## config.mk

```make
export PLATFORM = sky130hd
export DESIGN_NAME = um_register_alu_execute
export DESIGN_NICKNAME = d
export VERILOG_FILES = /design/src/rtl/umrae_pkg.sv /design/src/rtl/umrae_ram.sv /design/src/rtl/umrae_iter_unit.sv /design/src/rtl/um_register_alu_execute.sv
export VERILOG_INCLUDE_DIRS = /design/src /design/src/rtl
export SDC_FILE = /design/constraint.sdc
export NUM_CORES = 1
export LEC_CHECK = 0
export ABC_CLOCK_PERIOD_IN_PS = 4500
export BUFFER_PORTS_ARGS = -buffer_cell sky130_fd_sc_hd__buf_2
export CORE_UTILIZATION = 30
export CTS_BUF_LIST = sky130_fd_sc_hd__clkbuf_4 sky130_fd_sc_hd__clkbuf_8 sky130_fd_sc_hd__clkbuf_16
export DETAILED_ROUTE_END_ITERATION = 8
export GPL_TIMING_DRIVEN = 0
export PLACE_DENSITY = 0.43
export SYNTH_ARGS = -nofsm -noshare
export SYNTH_HDL_FRONTEND = slang
export SYNTH_SLANG_ARGS = --single-unit
export TNS_END_PERCENT = 5
```

## constraint.sdc

```tcl
create_clock -name clk -period 4.5 [get_ports clk]
set_input_delay 0.225 -clock clk [delete_from_list [all_inputs] [get_ports clk]]
set_output_delay 0.225 -clock clk [all_outputs]
set_load 0.02 [all_outputs]
```

## src/rtl/um_register_alu_execute_defines.svh

```systemverilog
// Assertion macros shared by the execute unit and its iterative arithmetic unit.
// Each macro expects a clock named clk and an active-low reset named rst_n in scope.
`ifndef UM_REGISTER_ALU_EXECUTE_DEFINES_SVH
`define UM_REGISTER_ALU_EXECUTE_DEFINES_SVH

// Expression must hold on every clock edge outside reset.
`define UM_ASSERT_ALWAYS(lbl, expr, msg) \
  lbl: assert property (@(posedge clk) disable iff (!rst_n) (expr)) else $error(msg);

// Consequent must hold in the same cycle as the antecedent.
`define UM_ASSERT_IMPL(lbl, ante, cons, msg) \
  lbl: assert property (@(posedge clk) disable iff (!rst_n) (ante) |-> (cons)) else $error(msg);

// Consequent must hold in the cycle after the antecedent.
`define UM_ASSERT_NEXT(lbl, ante, cons, msg) \
  lbl: assert property (@(posedge clk) disable iff (!rst_n) (ante) |=> (cons)) else $error(msg);

`endif

```

## src/rtl/umrae_pkg.sv

```systemverilog
// Shared types and constants of the register ALU execute unit.
// Depends on nothing; the iterative unit, the top level and the testbench import it.
package umrae_pkg;

  localparam int WORD_W    = 32;
  localparam int NUM_REGS  = 8;
  localparam int REG_IDX_W = 3;
  localparam int OP_W      = 4;
  localparam int OPND_W    = 28;
  localparam int BYTE_W    = 8;
  localparam int IMM_W     = 25;
  localparam int STATUS_W  = 3;
  localparam int CNT_W     = $clog2(WORD_W);

  typedef enum logic [OP_W-1:0] {
    OP_CMOV = 4'd0,
    OP_ADD  = 4'd3,
    OP_MUL  = 4'd4,
    OP_DIV  = 4'd5,
    OP_NAND = 4'd6,
    OP_HALT = 4'd7,
    OP_OUT  = 4'd10,
    OP_IN   = 4'd11,
    OP_LOAD = 4'd13
  } umrae_op_t;

  typedef enum logic [STATUS_W-1:0] {
    STS_OK        = 3'd0,
    STS_HALTED    = 3'd1,
    STS_DIV_ZERO  = 3'd2,
    STS_OUT_RANGE = 3'd3,
    STS_BAD_OP    = 3'd4
  } umrae_status_t;

  typedef enum logic [1:0] {
    ST_IDLE,
    ST_EXEC,
    ST_WAIT,
    ST_PUT
  } umrae_state_t;

  typedef enum logic [1:0] {
    MODE_ADD,
    MODE_MUL,
    MODE_DIV
  } umrae_mode_t;

  // Request from the sequencer to the iterative arithmetic unit.
  typedef struct packed {
    logic        start;
    umrae_mode_t mode;
  } umrae_ctl_t;

  // One complete result word.
  typedef struct packed {
    logic                 out_vld;
    logic [BYTE_W-1:0]    out_byte;
    logic                 wen;
    logic [REG_IDX_W-1:0] widx;
    logic [WORD_W-1:0]    wval;
    umrae_status_t        status;
  } umrae_res_t;

endpackage

```

## src/rtl/umrae_ram.sv

```systemverilog
// Generic register-file RAM: one write port, two read ports with registered data.
// Depends on nothing.
module umrae_ram #(
  parameter int WIDTH = 32,
  parameter int DEPTH = 8
) (
  input  logic                     clk,
  input  logic                     we,
  input  logic [$clog2(DEPTH)-1:0] waddr,
  input  logic [WIDTH-1:0]         wdata,
  input  logic [$clog2(DEPTH)-1:0] raddr_a,
  output logic [WIDTH-1:0]         rdata_a,
  input  logic [$clog2(DEPTH)-1:0] raddr_b,
  output logic [WIDTH-1:0]         rdata_b
);

  logic [WIDTH-1:0] mem [DEPTH];

  always_ff @(posedge clk) begin
    if (we) begin
      mem[waddr] <= wdata;
    end
    rdata_a <= mem[raddr_a];
    rdata_b <= mem[raddr_b];
  end

endmodule

```

## src/rtl/umrae_iter_unit.sv

```systemverilog
// Iterative arithmetic unit: one shared adder/subtractor does add in one step,
// multiply and divide in one bit per step. Depends on umrae_pkg and the defines header.
`include "um_register_alu_execute_defines.svh"

module umrae_iter_unit
  import umrae_pkg::*;
(
  input  logic              clk,
  input  logic              rst_n,
  input  umrae_ctl_t        ctl,
  input  logic [WORD_W-1:0] opa,
  input  logic [WORD_W-1:0] opb,
  output logic              done,
  output logic [WORD_W-1:0] result
);

  logic              busy_r, busy_nxt;
  logic              done_r, done_nxt;
  umrae_mode_t       mode_r, mode_nxt;
  logic [CNT_W-1:0]  cnt_r, cnt_nxt;
  logic [WORD_W-1:0] acc_r, acc_nxt;
  logic [WORD_W-1:0] aux_r, aux_nxt;
  logic [WORD_W-1:0] sh_r, sh_nxt;

  logic [WORD_W:0]   add_x, add_y;
  logic              add_sub;
  logic [WORD_W+1:0] add_sum;
  logic              last_step;

  // The one shared adder. In subtract mode the top bit is the no-borrow flag.
  always_comb begin
    case (mode_r)
      MODE_DIV: begin
        add_x   = {acc_r, aux_r[WORD_W-1]};
        add_y   = {1'b0, sh_r};
        add_sub = 1'b1;
      end
      MODE_MUL: begin
        add_x   = {1'b0, acc_r};
        add_y   = sh_r[0] ? {1'b0, aux_r} : '0;
        add_sub = 1'b0;
      end
      default: begin
        add_x   = {1'b0, acc_r};
        add_y   = {1'b0, sh_r};
        add_sub = 1'b0;
      end
    endcase
    add_sum = {1'b0, add_x} + {1'b0, (add_sub ? ~add_y : add_y)}
            + (WORD_W+2)'(add_sub);
  end

  assign last_step = (mode_r == MODE_ADD) || (cnt_r == CNT_W'(WORD_W - 1));

  always_comb begin
    busy_nxt = busy_r;
    done_nxt = 1'b0;
    mode_nxt = mode_r;
    cnt_nxt  = cnt_r;
    acc_nxt  = acc_r;
    aux_nxt  = aux_r;
    sh_nxt   = sh_r;
    if (!busy_r && ctl.start) begin
      busy_nxt = 1'b1;
      mode_nxt = ctl.mode;
      cnt_nxt  = '0;
      acc_nxt  = (ctl.mode == MODE_ADD) ? opa : '0;
      aux_nxt  = opa;
      sh_nxt   = opb;
    end else if (busy_r) begin
      cnt_nxt = cnt_r + CNT_W'(1);
      case (mode_r)
        MODE_DIV: begin
          // Restoring division: keep the difference only when it did not borrow.
          acc_nxt = add_sum[WORD_W+1] ? add_sum[WORD_W-1:0] : add_x[WORD_W-1:0];
          aux_nxt = {aux_r[WORD_W-2:0], add_sum[WORD_W+1]};
        end
        MODE_MUL: begin
          acc_nxt = add_sum[WORD_W-1:0];
          aux_nxt = {aux_r[WORD_W-2:0], 1'b0};
          sh_nxt  = {1'b0, sh_r[WORD_W-1:1]};
        end
        default: begin
          acc_nxt = add_sum[WORD_W-1:0];
        end
      endcase
      if (last_step) begin
        busy_nxt = 1'b0;
        done_nxt = 1'b1;
      end
    end
  end

  always_ff @(posedge clk) begin
    if (!rst_n) begin
      busy_r <= 1'b0;
      done_r <= 1'b0;
      mode_r <= MODE_ADD;
      cnt_r  <= '0;
    end else begin
      busy_r <= busy_nxt;
      done_r <= done_nxt;
      mode_r <= mode_nxt;
      cnt_r  <= cnt_nxt;
    end
  end

  always_ff @(posedge clk) begin
    acc_r <= acc_nxt;
    aux_r <= aux_nxt;
    sh_r  <= sh_nxt;
  end

  assign done   = done_r;
  assign result = (mode_r == MODE_DIV) ? aux_r : acc_r;

  `UM_ASSERT_IMPL(a_no_start_busy, ctl.start, !busy_r, "start requested while unit busy")
  `UM_ASSERT_NEXT(a_done_after_last, busy_r && last_step, done_r && !busy_r, "last step did not finish")
  `UM_ASSERT_NEXT(a_cnt_step, busy_r && !last_step, cnt_r == $past(cnt_r) + CNT_W'(1), "step count skipped")

endmodule

```

## src/rtl/um_register_alu_execute.sv

```systemverilog
// Top level of the register ALU execute unit of the 32-bit Universal Machine.
// Depends on umrae_pkg, umrae_ram, umrae_iter_unit and the defines header.
`include "um_register_alu_execute_defines.svh"

// This block executes one Universal Machine instruction per input word against
// eight 32-bit registers and returns exactly one result word for each. The
// register file sits in a small two-read-port RAM, with eight valid bits that are
// cleared by reset, so an unwritten register reads as zero without a clearing
// pass. A word is taken on the cycle after the previous one leaves the
// sequencer; the sequencer reads registers B and C as it takes the word.
// Conditional move, NAND, halt, output, input, load and rejected opcodes finish
// straight from the execute state. Add, multiply and divide go through one
// shared adder/subtractor stepped by its own counter: multiply and divide
// produce one bit of the product or quotient per cycle over 32 steps, and divide
// by zero is caught before the unit starts. A finished result is held
// in an output register, so the block takes the next instruction while that
// result waits; if the output is stalled and a second result is ready, the
// sequencer holds it and stops taking words until the output register frees.
// After a halt instruction every further word reports the halted status and
// changes nothing, until reset.
module um_register_alu_execute
  import umrae_pkg::*;
(
  input  logic                 clk,
  input  logic                 rst_n,
  // Instruction channel
  input  logic                 in_valid,
  output logic                 in_stall,
  input  logic [OP_W-1:0]      in_op,
  input  logic [OPND_W-1:0]    in_operand_bits,
  input  logic [BYTE_W-1:0]    in_in_byte,
  input  logic                 in_in_end,
  // Result channel
  output logic                 out_valid,
  input  logic                 out_stall,
  output logic                 out_out_valid,
  output logic [BYTE_W-1:0]    out_out_byte,
  output logic                 out_write_en,
  output logic [REG_IDX_W-1:0] out_write_index,
  output logic [WORD_W-1:0]    out_write_value,
  output logic [STATUS_W-1:0]  out_status
);

  umrae_state_t         state_r, state_nxt;
  logic                 halted_r, halted_nxt;
  logic [NUM_REGS-1:0]  vld_r, vld_nxt;
  logic                 out_vld_r, out_vld_nxt;
  umrae_res_t           res_out_r;
  umrae_res_t           res_r, res_nxt;

  // Instruction word captured on acceptance.
  logic [OP_W-1:0]      op_r;
  logic [OPND_W-1:0]    bits_r;
  logic [BYTE_W-1:0]    byte_r;
  logic                 end_r;

  logic [REG_IDX_W-1:0] raddr_b, raddr_c;
  logic [WORD_W-1:0]    rdata_b, rdata_c;
  logic                 vld_b_r, vld_c_r;
  logic [WORD_W-1:0]    vb, vc;

  logic [REG_IDX_W-1:0] ra_r, rc_r;

  umrae_ctl_t           ctl;
  logic                 unit_done;
  logic [WORD_W-1:0]    unit_result;

  umrae_res_t           exec_res;
  logic                 exec_iter;
  umrae_mode_t          exec_mode;
  logic                 fin;
  umrae_res_t           fin_res;
  logic                 out_free;
  logic                 commit;
  logic                 ram_we;

  assign in_stall = (state_r != ST_IDLE);
  assign out_free = !out_vld_r || !out_stall;

  // While idle the registers of the arriving word are read, afterwards those of
  // the held word, so the read data stay put for the whole instruction.
  assign raddr_b = (state_r == ST_IDLE) ? in_operand_bits[5:3] : bits_r[5:3];
  assign raddr_c = (state_r == ST_IDLE) ? in_operand_bits[2:0] : bits_r[2:0];
  assign ra_r    = bits_r[8:6];
  assign rc_r    = bits_r[2:0];

  umrae_ram #(
    .WIDTH (WORD_W),
    .DEPTH (NUM_REGS)
  ) u_regfile (
    .clk     (clk),
    .we      (ram_we),
    .waddr   (fin_res.widx),
    .wdata   (fin_res.wval),
    .raddr_a (raddr_b),
    .rdata_a (rdata_b),
    .raddr_b (raddr_c),
    .rdata_b (rdata_c)
  );

  // A register never written since reset reads as zero.
  assign vb = rdata_b & {WORD_W{vld_b_r}};
  assign vc = rdata_c & {WORD_W{vld_c_r}};

  umrae_iter_unit u_iter (
    .clk    (clk),
    .rst_n  (rst_n),
    .ctl    (ctl),
    .opa    (vb),
    .opb    (vc),
    .done   (unit_done),
    .result (unit_result)
  );

  // Decode and the operations that need no iterative unit.
  always_comb begin
    exec_res        = '0;
    exec_res.status = STS_OK;
    exec_iter       = 1'b0;
    exec_mode       = MODE_ADD;
    if (halted_r) begin
      exec_res.status = STS_HALTED;
    end else begin
      case (umrae_op_t'(op_r))
        OP_CMOV: begin
          if (vc != '0) begin
            exec_res.wen  = 1'b1;
            exec_res.widx = ra_r;
            exec_res.wval = vb;
          end
        end
        OP_ADD: begin
          exec_iter = 1'b1;
          exec_mode = MODE_ADD;
        end
        OP_MUL: begin
          exec_iter = 1'b1;
          exec_mode = MODE_MUL;
        end
        OP_DIV: begin
          if (vc == '0) begin
            exec_res.status = STS_DIV_ZERO;
          end else begin
            exec_iter = 1'b1;
            exec_mode = MODE_DIV;
          end
        end
        OP_NAND: begin
          exec_res.wen  = 1'b1;
          exec_res.widx = ra_r;
          exec_res.wval = ~(vb & vc);
        end
        OP_HALT: begin
          exec_res.status = STS_HALTED;
        end
        OP_OUT: begin
          if (vc[WORD_W-1:BYTE_W] != '0) begin
            exec_res.status = STS_OUT_RANGE;
          end else begin
            exec_res.out_vld  = 1'b1;
            exec_res.out_byte = vc[BYTE_W-1:0];
          end
        end
        OP_IN: begin
          exec_res.wen  = 1'b1;
          exec_res.widx = rc_r;
          exec_res.wval = end_r ? '1 : {{(WORD_W-BYTE_W){1'b0}}, byte_r};
        end
        OP_LOAD: begin
          exec_res.wen  = 1'b1;
          exec_res.widx = bits_r[OPND_W-1:IMM_W];
          exec_res.wval = {{(WORD_W-IMM_W){1'b0}}, bits_r[IMM_W-1:0]};
        end
        default: begin
          exec_res.status = STS_BAD_OP;
        end
      endcase
    end
  end

  // Sequencer: a result is committed to the output register and the register
  // file in the same cycle, or parked in res_r until the output frees up.
  always_comb begin
    state_nxt = state_r;
    res_nxt   = res_r;
    ctl       = '0;
    fin       = 1'b0;
    fin_res   = '0;
    case (state_r)
      ST_IDLE: begin
        if (in_valid) begin
          state_nxt = ST_EXEC;
        end
      end
      ST_EXEC: begin
        if (exec_iter) begin
          ctl.start = 1'b1;
          ctl.mode  = exec_mode;
          state_nxt = ST_WAIT;
        end else begin
          fin     = 1'b1;
          fin_res = exec_res;
        end
      end
      ST_WAIT: begin
        if (unit_done) begin
          fin            = 1'b1;
          fin_res.wen    = 1'b1;
          fin_res.widx   = ra_r;
          fin_res.wval   = unit_result;
          fin_res.status = STS_OK;
        end
      end
      ST_PUT: begin
        fin     = 1'b1;
        fin_res = res_r;
      end
      default: begin
        state_nxt = ST_IDLE;
      end
    endcase
    commit = fin && out_free;
    if (fin) begin
      if (commit) begin
        state_nxt = ST_IDLE;
      end else begin
        state_nxt = ST_PUT;
        res_nxt   = fin_res;
      end
    end
  end

  assign ram_we = commit && fin_res.wen;

  always_comb begin
    vld_nxt = vld_r;
    if (ram_we) begin
      vld_nxt[fin_res.widx] = 1'b1;
    end
    halted_nxt  = halted_r || (commit && (fin_res.status == STS_HALTED));
    out_vld_nxt = commit || (out_vld_r && out_stall);
  end

  always_ff @(posedge clk) begin
    if (!rst_n) begin
      state_r   <= ST_IDLE;
      halted_r  <= 1'b0;
      vld_r     <= '0;
      out_vld_r <= 1'b0;
    end else begin
      state_r   <= state_nxt;
      halted_r  <= halted_nxt;
      vld_r     <= vld_nxt;
      out_vld_r <= out_vld_nxt;
    end
  end

  always_ff @(posedge clk) begin
    res_r   <= res_nxt;
    vld_b_r <= vld_r[raddr_b];
    vld_c_r <= vld_r[raddr_c];
    if (commit) begin
      res_out_r <= fin_res;
    end
    if (in_valid && !in_stall) begin
      op_r   <= in_op;
      bits_r <= in_operand_bits;
      byte_r <= in_in_byte;
      end_r  <= in_in_end;
    end
  end

  assign out_valid       = out_vld_r;
  assign out_out_valid   = res_out_r.out_vld;
  assign out_out_byte    = res_out_r.out_byte;
  assign out_write_en    = res_out_r.wen;
  assign out_write_index = res_out_r.widx;
  assign out_write_value = res_out_r.wval;
  assign out_status      = res_out_r.status;

  `UM_ASSERT_NEXT(a_halt_sticky, halted_r, halted_r, "halted flag cleared without reset")
  `UM_ASSERT_IMPL(a_halt_status, commit && halted_r, fin_res.status == STS_HALTED, "result after halt not reported as halted")
  `UM_ASSERT_IMPL(a_wr_busy, ram_we, state_r != ST_IDLE, "register write while idle")
  `UM_ASSERT_IMPL(a_out_clean, out_vld_r && !res_out_r.wen, res_out_r.widx == '0 && res_out_r.wval == '0, "unused write fields not zero")

endmodule

```

# --- After elaboration in Yosys (flattened, before gate mapping) ---
# Memory sizes are Yosys's and may differ from the RTL's. A register that Yosys moved wholly into a read port is not among the register bits.
# Index checks and enable logic that the tools add are counted.
word_totals:
  mem_count: 1
  elab_cells: 159
  out_inout_bits: 50
  ff_bits: 256
  mem_bits_rw: 256
  in_bits: 45
op_classes:
  mux: 61
  add_sub_neg: 3
  bitwise: 9
  n_eq_ne: 17
  reduce_logical: 35
  n_lt_le_gt_ge: 4
memory_table:
  columns: ["memory", "depth", "width", "read_ports", "rd_ports_with_merged_regs", "write_ports", "line", "source"]
  rows:
  - ["u_regfile.mem", 8, 32, 2, 2, 1, "umrae_ram.sv:17", "logic [WIDTH-1:0] mem [DEPTH];"]
ops:
  columns: ["operator", "n"]
  rows:
  - ["32-bit two-way mux", 13]
  - ["36-bit case mux with 4 select lines", 1]
  - ["39-bit case mux with 3 select lines", 1]
  - ["33-bit two-way mux", 3]
  - ["32-bit AND", 3]
  - ["32-bit case mux with 2 select lines", 1]
  - ["48-bit two-way mux", 1]
  - ["45-bit two-way mux", 1]
  - ["39-bit two-way mux", 1]
  - ["36-bit two-way mux", 1]
  - ["33-bit by 33-bit adder with 34-bit output", 1]
  - ["34-bit by 1-bit adder with 34-bit output", 1]
  - ["33-bit NOT", 1]
  - ["32-bit zero test", 1]
  - ["32-bit NOT", 1]
  - ["32-bit nonzero test", 1]
  - ["24-bit nonzero test", 1]
  - ["9-bit two-way mux", 2]
  - ["9-bit case mux with 2 select lines", 1]
  - ["4-bit by 3-bit == test with 1-bit output, second input constant", 4]
  - ["2-bit two-way mux", 8]
  - ["3-bit two-way mux", 5]
  - ["1-bit two-way mux", 14]
  - ["4-bit == test, second input constant", 3]
  - ["other kinds (29)", 59]

# --- Logic depth before layout (Yosys ltp) ---
# Gate-level depths: netlist of run 1.
depth:
  depth_word: 12
  mapped_depth: 20
  mapped_depth_nobuf: 15

# --- Cells and area by module ---
# From an unflattened synthesis of run 1, not the netlist that was laid out.
hier_totals:
  hier_cells: 2162
  area_unflattened_um2: 28112.0
by_module_without_submodules:
  columns: ["module", "n_inst", "cells_each", "area_each_um2", "seq_area_each_um2"]
  rows:
  - ["umrae_ram", 1, 561, 13180.1, 8968.6]
  - ["umrae_iter_unit", 1, 1003, 7795.0, 3062.9]
  - ["um_register_alu_execute", 1, 598, 7136.8, 4394.2]

# --- Worst setup path before layout of run 1 ---
# Ideal clock, no wire load.
synth_timing:
  path_kind: "reg2reg"
  startpoint: "reg u_iter.mode_r[0]"
  endpoint: "reg u_iter.acc_r[30] (data pin)"
  stages_incl_launch_ff: 17
  t_required_ns: 4.222
  path_buffers: 3
  synth_period_minus_slack_ns: 4.577
  slack_ns: -0.077
  setup_ns: 0.278
  arrival_time_ns: 4.299
  path_cell_list: "dfxtp_1 > inv_1 > ha_1 > clkbuf_1 > clkbuf_1 > buf_1 > xnor2_1 > fa_1 > a211o_1 > a2111oi_4 > o31ai_2 > a2111oi_4 > nor3_2 > a211o_1 > a21oi_2 > xor2_1 > o221ai_1"
synth_via:
  elab_chain_cells: 10
  word_cells_on_any_way: 13
  classes_between: "add/sub: 2; eq/ne: 2; mux: 8; bitwise: 1"
synth_lines:
  columns: ["element", "line", "source"]
  rows:
  - ["start: declaration", "umrae_iter_unit.sv:19", "umrae_mode_t mode_r, mode_nxt;"]
  - ["start signal: assignment", "umrae_iter_unit.sv:103", "mode_r <= mode_nxt;"]
  - ["2-bit by 1-bit == test with 1-bit output", "umrae_iter_unit.sv:32", "case (mode_r)"]
  - ["33-bit two-way mux", "umrae_iter_unit.sv:32", null]
  - ["33-bit NOT", "umrae_iter_unit.sv:49", "add_sum = {1'b0, add_x} + {1'b0, (add_sub ? ~add_y : add_y)}"]
  - ["33-bit two-way mux", "umrae_iter_unit.sv:49", null]
  - ["33-bit by 33-bit adder with 34-bit output", "umrae_iter_unit.sv:49", null]
  - ["34-bit by 1-bit adder with 34-bit output", "umrae_iter_unit.sv:50", "+ (WORD_W+2)'(add_sub);"]
  - ["32-bit two-way mux", "umrae_iter_unit.sv:75", "acc_nxt = add_sum[WORD_W+1] ? add_sum[WORD_W-1:0] : add_x[WORD_W-1:0];"]
  - ["32-bit two-way mux (*)", "umrae_iter_unit.sv:72", "case (mode_r)"]
  - ["32-bit two-way mux (*)", "umrae_iter_unit.sv:70", "end else if (busy_r) begin"]
  - ["32-bit two-way mux (*)", "umrae_iter_unit.sv:63", "if (!busy_r && ctl.start) begin"]
  - ["via u_iter.acc_nxt[30]", "umrae_iter_unit.sv:21", "logic [WORD_W-1:0] acc_r, acc_nxt;"]
  - ["end signal: assignment", "umrae_iter_unit.sv:109", "acc_r <= acc_nxt;"]
  - ["end: declaration", "umrae_iter_unit.sv:21", null]
# The timed path passes the listed nets; every way through them passes the cells marked *. The select of a mux whose other input is x is not followed.
# A chain may end at the register's enable or synchronous reset.

# --- Final worst setup path of run 1 ---
# Same ends and word-level chain as after synthesis.

==> metrics.csv, run 1 <==
stage,metric,value,unit
status,outcome,finished clean,
timing,timing.slew.headroom,0.104,
synthesis,syn_nets,2052,
worst_setup_path,reg2regPathDepth,17,
placed_design,post-dp-hpwl,67500,µm
drt,drt_iter0_markers,1469,
drt,drc,0,
worst_setup_path,cp-startpoint,u_iter.mode_r[0],
placed_design,place_congestion,0.899,
drt,drt_pass1_iterations,7,
synthesis,synth_flop_cell,edfxtp_1,
worst_setup_path,required,4.83,ns
global_routing,use_met1,0.264,
global_routing,use_met3,0.0284,
synthesis,yosysTopAreaCell,edfxtp_1,
clock_tree,clock-sinks,576,
worst_hold_path,hold_start,out_stall,
worst_setup_path,end_kind,flop,
floorplanning,die_area,92100,µm²
clock_tree,numCtsBuffers,69,
finish,nFillCells,8697,
global_routing,grt-busiest-layer,met2,
worst_hold_path,hold_path_class,in -> reg,
finish,finalNetCount,2276,
finish,fin_util,0.364,
synthesis,ys_warn_count,0,
synthesis,ys_seq_area_frac,0.602,
worst_setup_path,crit_type,reg -> reg,
placed_design,port_buffers,94,
drt,viasPerCell,5.29,
global_routing,grt_pass1_vias,18961,
finish,drive_above_1_share,0.247,
finish,layout_commonest_cell,edfxtp_1,
floorplanning,die_x,304,µm
clock_tree,cts_root_buf,clkbuf_16,
timing,setup_viol,0,
synthesis,synth-simple-area-share,0.0831,
timing,rsz0062_at_grt,false,
floorplanning,die_h,304,µm
timing,hold_viol_final,0,
clock_tree,clkLatencyLatePin,0.62,ns
timing,fmax,227,MHz
power_and_ir_drop,p_per_area,398,nW/µm²
synthesis,syn_inst,1970,
floorplanning,io_pins,95,
floorplanning,row_count,110,
synthesis,synth_area,27300,µm²
finish,syn_to_final_growth,20.1,%
clock_tree,ctsLongestPathBuffers,3,
timing,drv_slew,0,
drt,drt_wl_total,90400,µm
synthesis,synth_top_family_by_area,multiplexers,
worst_setup_path,cp_data_arrival_time,4.73,ns
floorplanning,initial_core_util,0.303,
synthesis,synth_edf_count,489,
global_routing,use_met2,0.333,
floorplanning,core_area,90000,µm²
timing,skew,0.0349,ns
synthesis,synth_compound_area_frac,0.0949,
drt,wire_per_inst,26.4,µm
worst_setup_path,timing.rr.start,u_iter.mode_r[0],
timing,worst_pin_slew,1.31,ns
finish,final_cell_mix,"edfxtp_1, nand2_1, mux4_2",
power_and_ir_drop,power_leakage,0.0113,µW
timing,fin_crit_sh,0.978,
worst_setup_path,reg2reg_setup_slack,0.1,ns
synthesis,muxShareOfSynthArea,0.160,
worst_setup_path,crit_fanout,10,
synthesis,synth_cell_types,71,
global_routing,grt_pass1_wl,131000,µm
worst_hold_path,min_path_cells,3,
synthesis,async_flop_share,0,
global_routing,antenna_found_initial,5,
power_and_ir_drop,ir_drop,0.267,mV
drt,vias,18115,
clock_tree,path_clk_slew,0.06,ns
synthesis,synth-xor-area-share,0.0202,
global_routing,grt_max_degree,34,
job,cap_violations,0,
synthesis,yosys.area_share.adder,0.0172,
synthesis,ys_top_cells_by_area,"edfxtp_1, mux4_2, dfxtp_1",
drt,drtAntennaViolNets,0,
global_routing,grt-ovfl-total,0,
clock_tree,cts_tree,built,
synthesis,synth_seq_cells,576,
worst_setup_path,start_kind,flop,
synthesis,syn_avg_cell_area,13.8,µm²
clock_tree,htree_levels,3,
synthesis,synth_top_area_frac,0.538,
timing,whs,0.0316,ns
timing,period_needed,4.40,ns
global_routing,track_usage,0.197,
## layout make-up
cell class,count,area [µm²],share of cell area
flip-flops and latches,576,16400,0.502
multi-input cells,1240,10600,0.322
clock buffers,91,1930,0.0589
well taps,1176,1470,0.0449
repair buffers,156,1230,0.0376
plain buffers,137,702,0.0214
clock inverters,34,375,0.0115
inverters,14,53.8,0.00164
diodes,2,5.00,0.000153
## flip-flops by register name (all words and copies together) (netlist names), 2 cells and up
name and count:
state_r 2, out_status 3, u_iter.mode_r 2, u_iter.cnt_r 5, out_write_value 32, u_iter.acc_r 32
bits_r 28, byte_r 8, res_r 48, op_r 4, u_regfile.mem 256, u_iter.aux_r 32
u_regfile.rdata_a 32, out_out_byte 8, u_iter.sh_r 32, u_regfile.rdata_b 32, out_write_index 3, vld_r 8
## worst paths after layout
check,end
hold reg to reg,vld_r[3]
hold / removal,out_valid
setup / recovery,u_iter.acc_r[30]
setup reg to reg,u_iter.acc_r[30]
## where the power goes
group / total, µW / internal, µW / switching, µW
Clock: 5660 / 3350 / 2320
Combinational: 1230 / 530 / 705
Sequential: 6150 / 5960 / 195
Total: 13000 / 9830 / 3220
## worst max-delay path: stages (launching register included)
cell	delay (ns)
dfxtp_2	0.37
inv_2	0.07
ha_4	0.18
buf_8	0.15
buf_6	0.15
buf_6	0.16
o21ai_0	0.09
o21ai_1	0.12
fa_2	0.41
a211o_4	0.38
a2111oi_4	0.47
o31ai_4	0.19
a2111oi_4	0.44
nor3_4	0.10
a211o_1	0.34
a21oi_2	0.16
xor2_1	0.18
o221ai_1	0.14
## per-layer routing
metal  up-vias  wire length, µm  part of all wire
met4         0             2160             0.024
met1      9302            40200              0.44
met3       137             4050             0.045
li1       8177                -                 -
met5         -                0                 0
met2       499            44100              0.49
## logic make-up (layout without fill, tap and decap cells)
family                   count (synthesis)  in the layout
multiplexers                           260            260
AND/OR/NAND/NOR                        503            503
other                                    0              2
XOR/XNOR                                63             63
adder cells (fa/ha/maj)                 37             37
AO/OA/AOI/OAI                          377            377
flip-flops                             576            576
buffers and inverters                  154            432
## Yosys cell counts, drive strengths merged (21+ instances only)
library cell	n
clkbuf	100
nand2	238
o221ai	34
dfxtp	87
edfxtp	489
o22ai	21
a21o	24
nand3	54
nor2	88
ha	36
mux2	92
xnor2	48
o21ai	77
buf	40
mux2i	36
mux4	132
a31oi	60
nor2b	37
a21oi	56
## stage by stage
| stage | worst slack (ns) | cell area, µm² | setup TNS [ns] | power (µW) | instances |
|---|---|---|---|---|---|
| final | 0.0976 | 32800 | 0 | 13000 | 3426 |
| after global placement | -2.36 | 29200 | -675.92 | 7450 | 3240 |
| after detailed placement | -1.71 | 29600 | -87.46 | 7460 | 3252 |
| after CTS | -0.102 | 32500 | -0.176 | 13200 | 3420 |
| after global routing | 0.00214 | 32800 | 0 | 13500 | 3424 |
| after floorplan | 0.103 | 27300 | 0 | 6950 | 1970 |
## timing repair
action | CTS | global route
buffers inserted | 2 | 4
endpoints found under the hold margin | 47 | 0
gates resized for setup | 66 | 46
hold buffers | 42 | 0
gates cloned | 0 | 1
pin swaps | 6 | 16
setup endpoints to repair | 130 | 74
(Power assumes the default switching activity.)
==> run 2: changes to the inputs <==
Settings changed: CORE_ASPECT_RATIO set to 1.75.
==> run 2 against run 1 <==
  * Setup slack worse by 0.0035 ns
  * Critical path type unchanged
  * Clock skew down 0.014 ns
  * Cell area about the same
  * Flip-flop and latch count is the same
  * Routed wire length rose by 4.8%
  * First-iteration DRC count decreased by 21%
==> metrics.csv, run 2 (synthesis results as in run 1) <==
stage,metric,value,unit
clock_tree,path_clk_slew,0.07,ns
clock_tree,clkLatencyLatePin,0.64,ns
worst_setup_path,cp_data_arrival_time,4.77,ns
finish,multi_input_area,10600,µm²
worst_setup_path,start_kind,flop,
finish,largest_reg_flops,256,
worst_setup_path,reg2reg_setup_slack,0.09,ns
job,cap_violations,0,
placed_design,place_ws,-2.32,ns
global_routing,grt-ovfl-total,0,
worst_hold_path,hold_start,out_stall,
worst_hold_path,hold_path_class,in -> reg,
placed_design,post-dp-hpwl,71800,µm
placed_design,placed_cells,3261,
global_routing,grt-busiest-layer,met2,
finish,fin_util,0.363,
global_routing,use_met2,0.381,
power_and_ir_drop,seqPwrFrac,0.484,
global_routing,track_usage,0.204,
finish,syn_to_final_growth,20.0,%
timing,worst_pin_slew,1.29,ns
drt,drt_pass1_iterations,5,
timing,rsz0062_at_grt,true,
worst_setup_path,timing.rr.end,u_iter.acc_r[28],
drt,drc,0,
worst_hold_path,min_path_cells,3,
timing,setup_viol,0,
floorplanning,io_pins,95,
finish,reg.largest.list,"u_regfile.mem: 256 flops, res_r: 48 flops",
drt,wire_per_inst,27.6,µm
finish,regArea,16400,µm²
power_and_ir_drop,swShare,0.245,
timing,fin_crit_sh,0.979,
floorplanning,die_h,401,µm
power_and_ir_drop,switching_power,3100,µW
worst_setup_path,crit_type,reg -> reg,
placed_design,place_congestion,0.961,
drt,viasPerCell,5.27,
worst_setup_path,timing.rr.start,u_iter.mode_r[1],
power_and_ir_drop,ir_drop,0.303,mV
worst_setup_path,required,4.86,ns
drt,drt_iter0_markers,1166,
timing,hold_viol_final,0,
drt,drtAntennaViolNets,0,
timing,timing.slew.headroom,0.115,
timing,drv_slew,0,
global_routing,use_met3,0.0211,
global_routing,grt_pass1_wl,136000,µm
drt,drt_wl_total,94800,µm
finish,layout_commonest_cell,edfxtp_1,
floorplanning,core_area,90200,µm²
finish,top_register,u_regfile.mem,
global_routing,grt_pass1_vias,19317,
floorplanning,initial_core_util,0.302,
placed_design,placed_cell_area,29500,µm²
clock_tree,clock-sinks,576,
clock_tree,htree_levels,2,
clock_tree,cts_root_buf,clkbuf_16,
floorplanning,row_count,146,
clock_tree,ctsLongestPathBuffers,3,
global_routing,use_met1,0.224,
worst_hold_path,holdPathEnd,out_valid,
clock_tree,numCtsBuffers,55,
clock_tree,cts_tree,built,
finish,final_area,32700,µm²
power_and_ir_drop,power_leakage,0.0113,µW
global_routing,grt_max_degree,51,
finish,finalNetCount,2284,
power_and_ir_drop,pwr-share-clk,0.417,
finish,n_antenna_cell,0,
finish,instances_no_fill,3432,
floorplanning,die_area,92200,µm²
status,outcome,finished clean,
worst_setup_path,reg2regPathDepth,19,
worst_setup_path,crit_fanout,10,
timing,setup_ws,0.0942,ns
power_and_ir_drop,p_int,9550,µW
finish,final_cell_mix,"edfxtp_1, nand2_1, mux4_2",
finish,nFillCells,8742,
floorplanning,die_x,230,µm
timing,skew,0.0208,ns
placed_design,port_buffers,94,
finish,drive_above_1_share,0.253,
global_routing,antenna_found_initial,4,
worst_setup_path,end_kind,flop,
timing,whs,0.0394,ns
timing,fmax,227,MHz
power_and_ir_drop,p_per_area,386,nW/µm²
drt,vias,18073,
power_and_ir_drop,share_comb_of_total_power,0.099,
timing,period_needed,4.41,ns
-- run 2: critical path: stages, from the launching register on --
cell       delay [ns]
dfxtp_2          0.33
buf_4            0.14
ha_4             0.17
buf_12           0.15
buf_12           0.15
buf_12           0.14
xnor2_1          0.13
ha_1             0.30
buf_6            0.14
a211o_4          0.35
a2111oi_4        0.34
buf_4            0.20
o31ai_4          0.10
buf_4            0.17
a211oi_2         0.28
o21a_1           0.22
nor2_1           0.09
o41a_1           0.43
xnor2_1          0.18
o221ai_1         0.14
-- run 2: what timing repair did --
item	in CTS	in global routing
buffers inserted	7	21
pin swaps	11	19
hold buffers	42	0
setup endpoints to repair	451	262
resized for setup	102	41
endpoints found under the hold margin	52	0
cloned	0	1
-- run 2: power groups by stage --
stage,Sequential [µW],Combinational [µW],Clock [µW]
finish,6120,1250,5270
global route,6130,1350,5570
CTS,6110,1280,5400
detailed placement,6230,1230,0
global placement,6230,1220,0
floorplan,6180,766,0
-- run 2: per-layer routing --
layer / vias up / part of all wire
met3: 170 / 0.034
met5: - / 0.00020
met1: 9278 / 0.37
met2: 464 / 0.54
met4: 2 / 0.054
li1: 8159 / -
-- run 2: how the worst max path moves through the flow --
stage / startpoint / end / cells after the start
global placement: u_regfile.rdata_b[20] / u_regfile.mem[0][16] / 9
finish: u_iter.mode_r[1] / u_iter.acc_r[28] / 19
detailed placement: u_iter.mode_r[0] / u_iter.acc_r[16] / 16
global route: u_regfile.rdata_b[20] / res_r[26] / 9
floorplan: u_iter.mode_r[0] / u_iter.acc_r[30] / 18
CTS: u_iter.mode_r[1] / u_iter.acc_r[30] / 19
-- run 2: cell type report --
cell class              instances  share of cell area
flip-flops and latches        576               0.502
inverters                      14             0.00180
plain buffers                 137              0.0227
clock inverters                39              0.0160
multi-input cells            1240               0.323
clock buffers                  64              0.0463
repair buffers                178              0.0430
well taps                    1184              0.0453
-- run 2: stage by stage --
| step | power, µW | setup TNS, ns |
|---|---|---|
| after floorplan | 6950 | 0 |
| after global placement | 7450 | -869.96 |
| after detailed placement | 7450 | -210.49 |
| after CTS | 12800 | 0 |
| after global routing | 13000 | -0.855 |
| final | 12600 | 0 |
==> run 3: changes to the inputs <==
Settings changed: CORE_UTILIZATION 30 to 40, PLACE_DENSITY 0.43 to 0.55.
==> run 3 against run 2 <==
  * Cell count down 9.2%
  * Die area down 25%
  * Core utilization up 11 points
  * Cell area down 2.7%
  * Largest cell class unchanged
==> metrics.csv, run 3 (synthesis results as in run 1) <==
stage,metric,value,unit
global_routing,track_usage,0.255,
job,cap_violations,0,
placed_design,port_buffers,94,
floorplanning,die_area,69300,µm²
timing,skew,0.0238,ns
finish,syn_to_final_growth,16.7,%
finish,layout_commonest_cell,edfxtp_1,
clock_tree,clkLatencyLatePin,0.63,ns
timing,tns,0,ns
worst_setup_path,start_kind,flop,
finish,nFillCells,6193,
floorplanning,initial_core_util,0.404,
finish,instances_no_fill,3116,
floorplanning,row_count,126,
timing,hold_viol_final,0,
timing,fin_crit_sh,0.995,
clock_tree,cts_root_buf,clkbuf_16,
power_and_ir_drop,p_per_area,379,nW/µm²
clock_tree,cts_tree,built,
finish,top_register,u_regfile.mem,
drt,drt_wl_total,86700,µm
status,outcome,finished clean,
worst_setup_path,required,4.85,ns
finish,multi_input_area,10500,µm²
placed_design,post-dp-hpwl,66600,µm
placed_design,place_congestion,0.938,
timing,period_needed,4.48,ns
drt,wire_per_inst,27.8,µm
drt,drt_pass1_iterations,5,
clock_tree,ctsLongestPathBuffers,3,
placed_design,placed_cells,2971,
clock_tree,htree_levels,2,
floorplanning,die_x,199,µm
finish,largest_reg_flops,256,
finish,final_cell_mix,"edfxtp_1, nand2_1, mux4_2",
power_and_ir_drop,ir_drop,0.271,mV
timing,timing.slew.headroom,0.0918,
global_routing,grt_pass1_wl,126000,µm
clock_tree,path_clk_slew,0.06,ns
worst_setup_path,crit_fanout,10,
worst_setup_path,end_kind,flop,
finish,reg.largest.list,"u_regfile.mem: 256 flops, res_r: 48 flops",
timing,drv_slew,0,
global_routing,antenna_found_initial,0,
power_and_ir_drop,power_leakage,0.0111,µW
drt,drc,0,
worst_setup_path,cp_data_arrival_time,4.82,ns
drt,viasPerCell,5.75,
finish,drive_above_1_share,0.236,
global_routing,grt-ovfl-total,0,
clock_tree,numCtsBuffers,53,
drt,drtAntennaViolNets,0,
worst_setup_path,crit_type,reg -> reg,
clock_tree,clock-sinks,576,
global_routing,grt_pass1_vias,19010,
finish,n_antenna_cell,0,
timing,whs,0.0567,ns
timing,rsz0062_at_grt,true,
drt,vias,17923,
power_and_ir_drop,fin_total_pwr,12100,µW
finish,regArea,16400,µm²
floorplanning,core_area,67500,µm²
drt,drt_iter0_markers,1126,
global_routing,grt_max_degree,33,
floorplanning,die_h,347,µm
floorplanning,io_pins,95,
timing,setup_viol,0,
worst_hold_path,hold_path_class,in -> reg,
finish,finalNetCount,2258,
timing,fmax,223,MHz
timing,worst_pin_slew,1.35,ns
[run 3: changes by cell type in the layout (fill, tap and decap cells not counted), moves of 3 or more]
cell	change
clkbuf_8	+6
bufinv_16	-9
buf_4	-21
clkbuf_4	+5
clkinv_1	+3
clkinv_2	-11
buf_12	-6
o221ai_1	+5
o221ai_2	-5
[run 3: metrics by stage]
step | utilization | setup WS [ns] | cell area [µm²]
finish | 0.472 | 0.0246 | 31800
global route | 0.472 | -0.0805 | 31800
CTS | 0.470 | -0.115 | 31700
detailed placement | 0.432 | -2.09 | 29200
global placement | 0.428 | -2.32 | 28900
floorplan | - | 0.103 | 27300
[run 3: worst max-delay path: stages (launching register included)]
cell and delay [ns]:
dfxtp_4 0.37, inv_2 0.05, ha_4 0.17, buf_12 0.15
buf_12 0.15, buf_6 0.16, a31oi_4 0.20, xnor2_2 0.11
fa_2 0.39, a211o_1 0.34, a2111oi_4 0.47, o31ai_4 0.23
a2111oi_4 0.46, nor3_4 0.10, a211o_1 0.35, a21oi_2 0.16
xor2_1 0.19, o221ai_1 0.12
[run 3: path summary, 6_finish.rpt]
| kind | start | end | slack (ns) | depth (start not counted) |
|---|---|---|---|---|
| worst max-delay path | u_iter.mode_r[1] | u_iter.acc_r[30] | 0.02 | 17 |
| worst min-delay path | out_stall | out_valid | 0.06 | 3 |
| worst max register to register | u_iter.mode_r[1] | u_iter.acc_r[30] | 0.02 | 17 |
| worst min register to register | vld_r[1] | vld_r[1] | 0.49 | 1 |
[run 3: power breakdown]
part           total, µW  internal, µW  leakage [µW]  switching (µW)
logic               1230           529       0.00466             702
clock network       4720          2640      0.000910            2070
registers           6120          5950       0.00550             164
[run 3: timing repair]
| item | CTS | global route |
|---|---|---|
| endpoints found under the hold margin | 47 | 0 |
| buffers inserted | 4 | 2 |
| cloned | 0 | 0 |
| setup endpoints to repair | 153 | 52 |
| hold buffers | 42 | 0 |
| pin swaps | 8 | 12 |
| gates resized for setup | 74 | 38 |
[run 3: per-layer routing]
layer | vias up | share of wire | global-route usage | wire length [µm]
li1 | 8122 | - | - | -
met1 | 9119 | 0.37 | 0.283 | 31800
met2 | 503 | 0.55 | 0.479 | 47400
met3 | 179 | 0.034 | 0.0233 | 2980
met4 | 0 | 0.051 | 0.123 | 4460
met5 | - | 0 | 0 | 0
[run 3: layout make-up]
type                    instances  share of cell area
multi-input cells            1240               0.331
inverters                      14             0.00177
clock inverters                24             0.00656
clock buffers                  75              0.0508
well taps                     896              0.0352
flip-flops and latches        576               0.516
plain buffers                 138              0.0222
repair buffers                153              0.0367
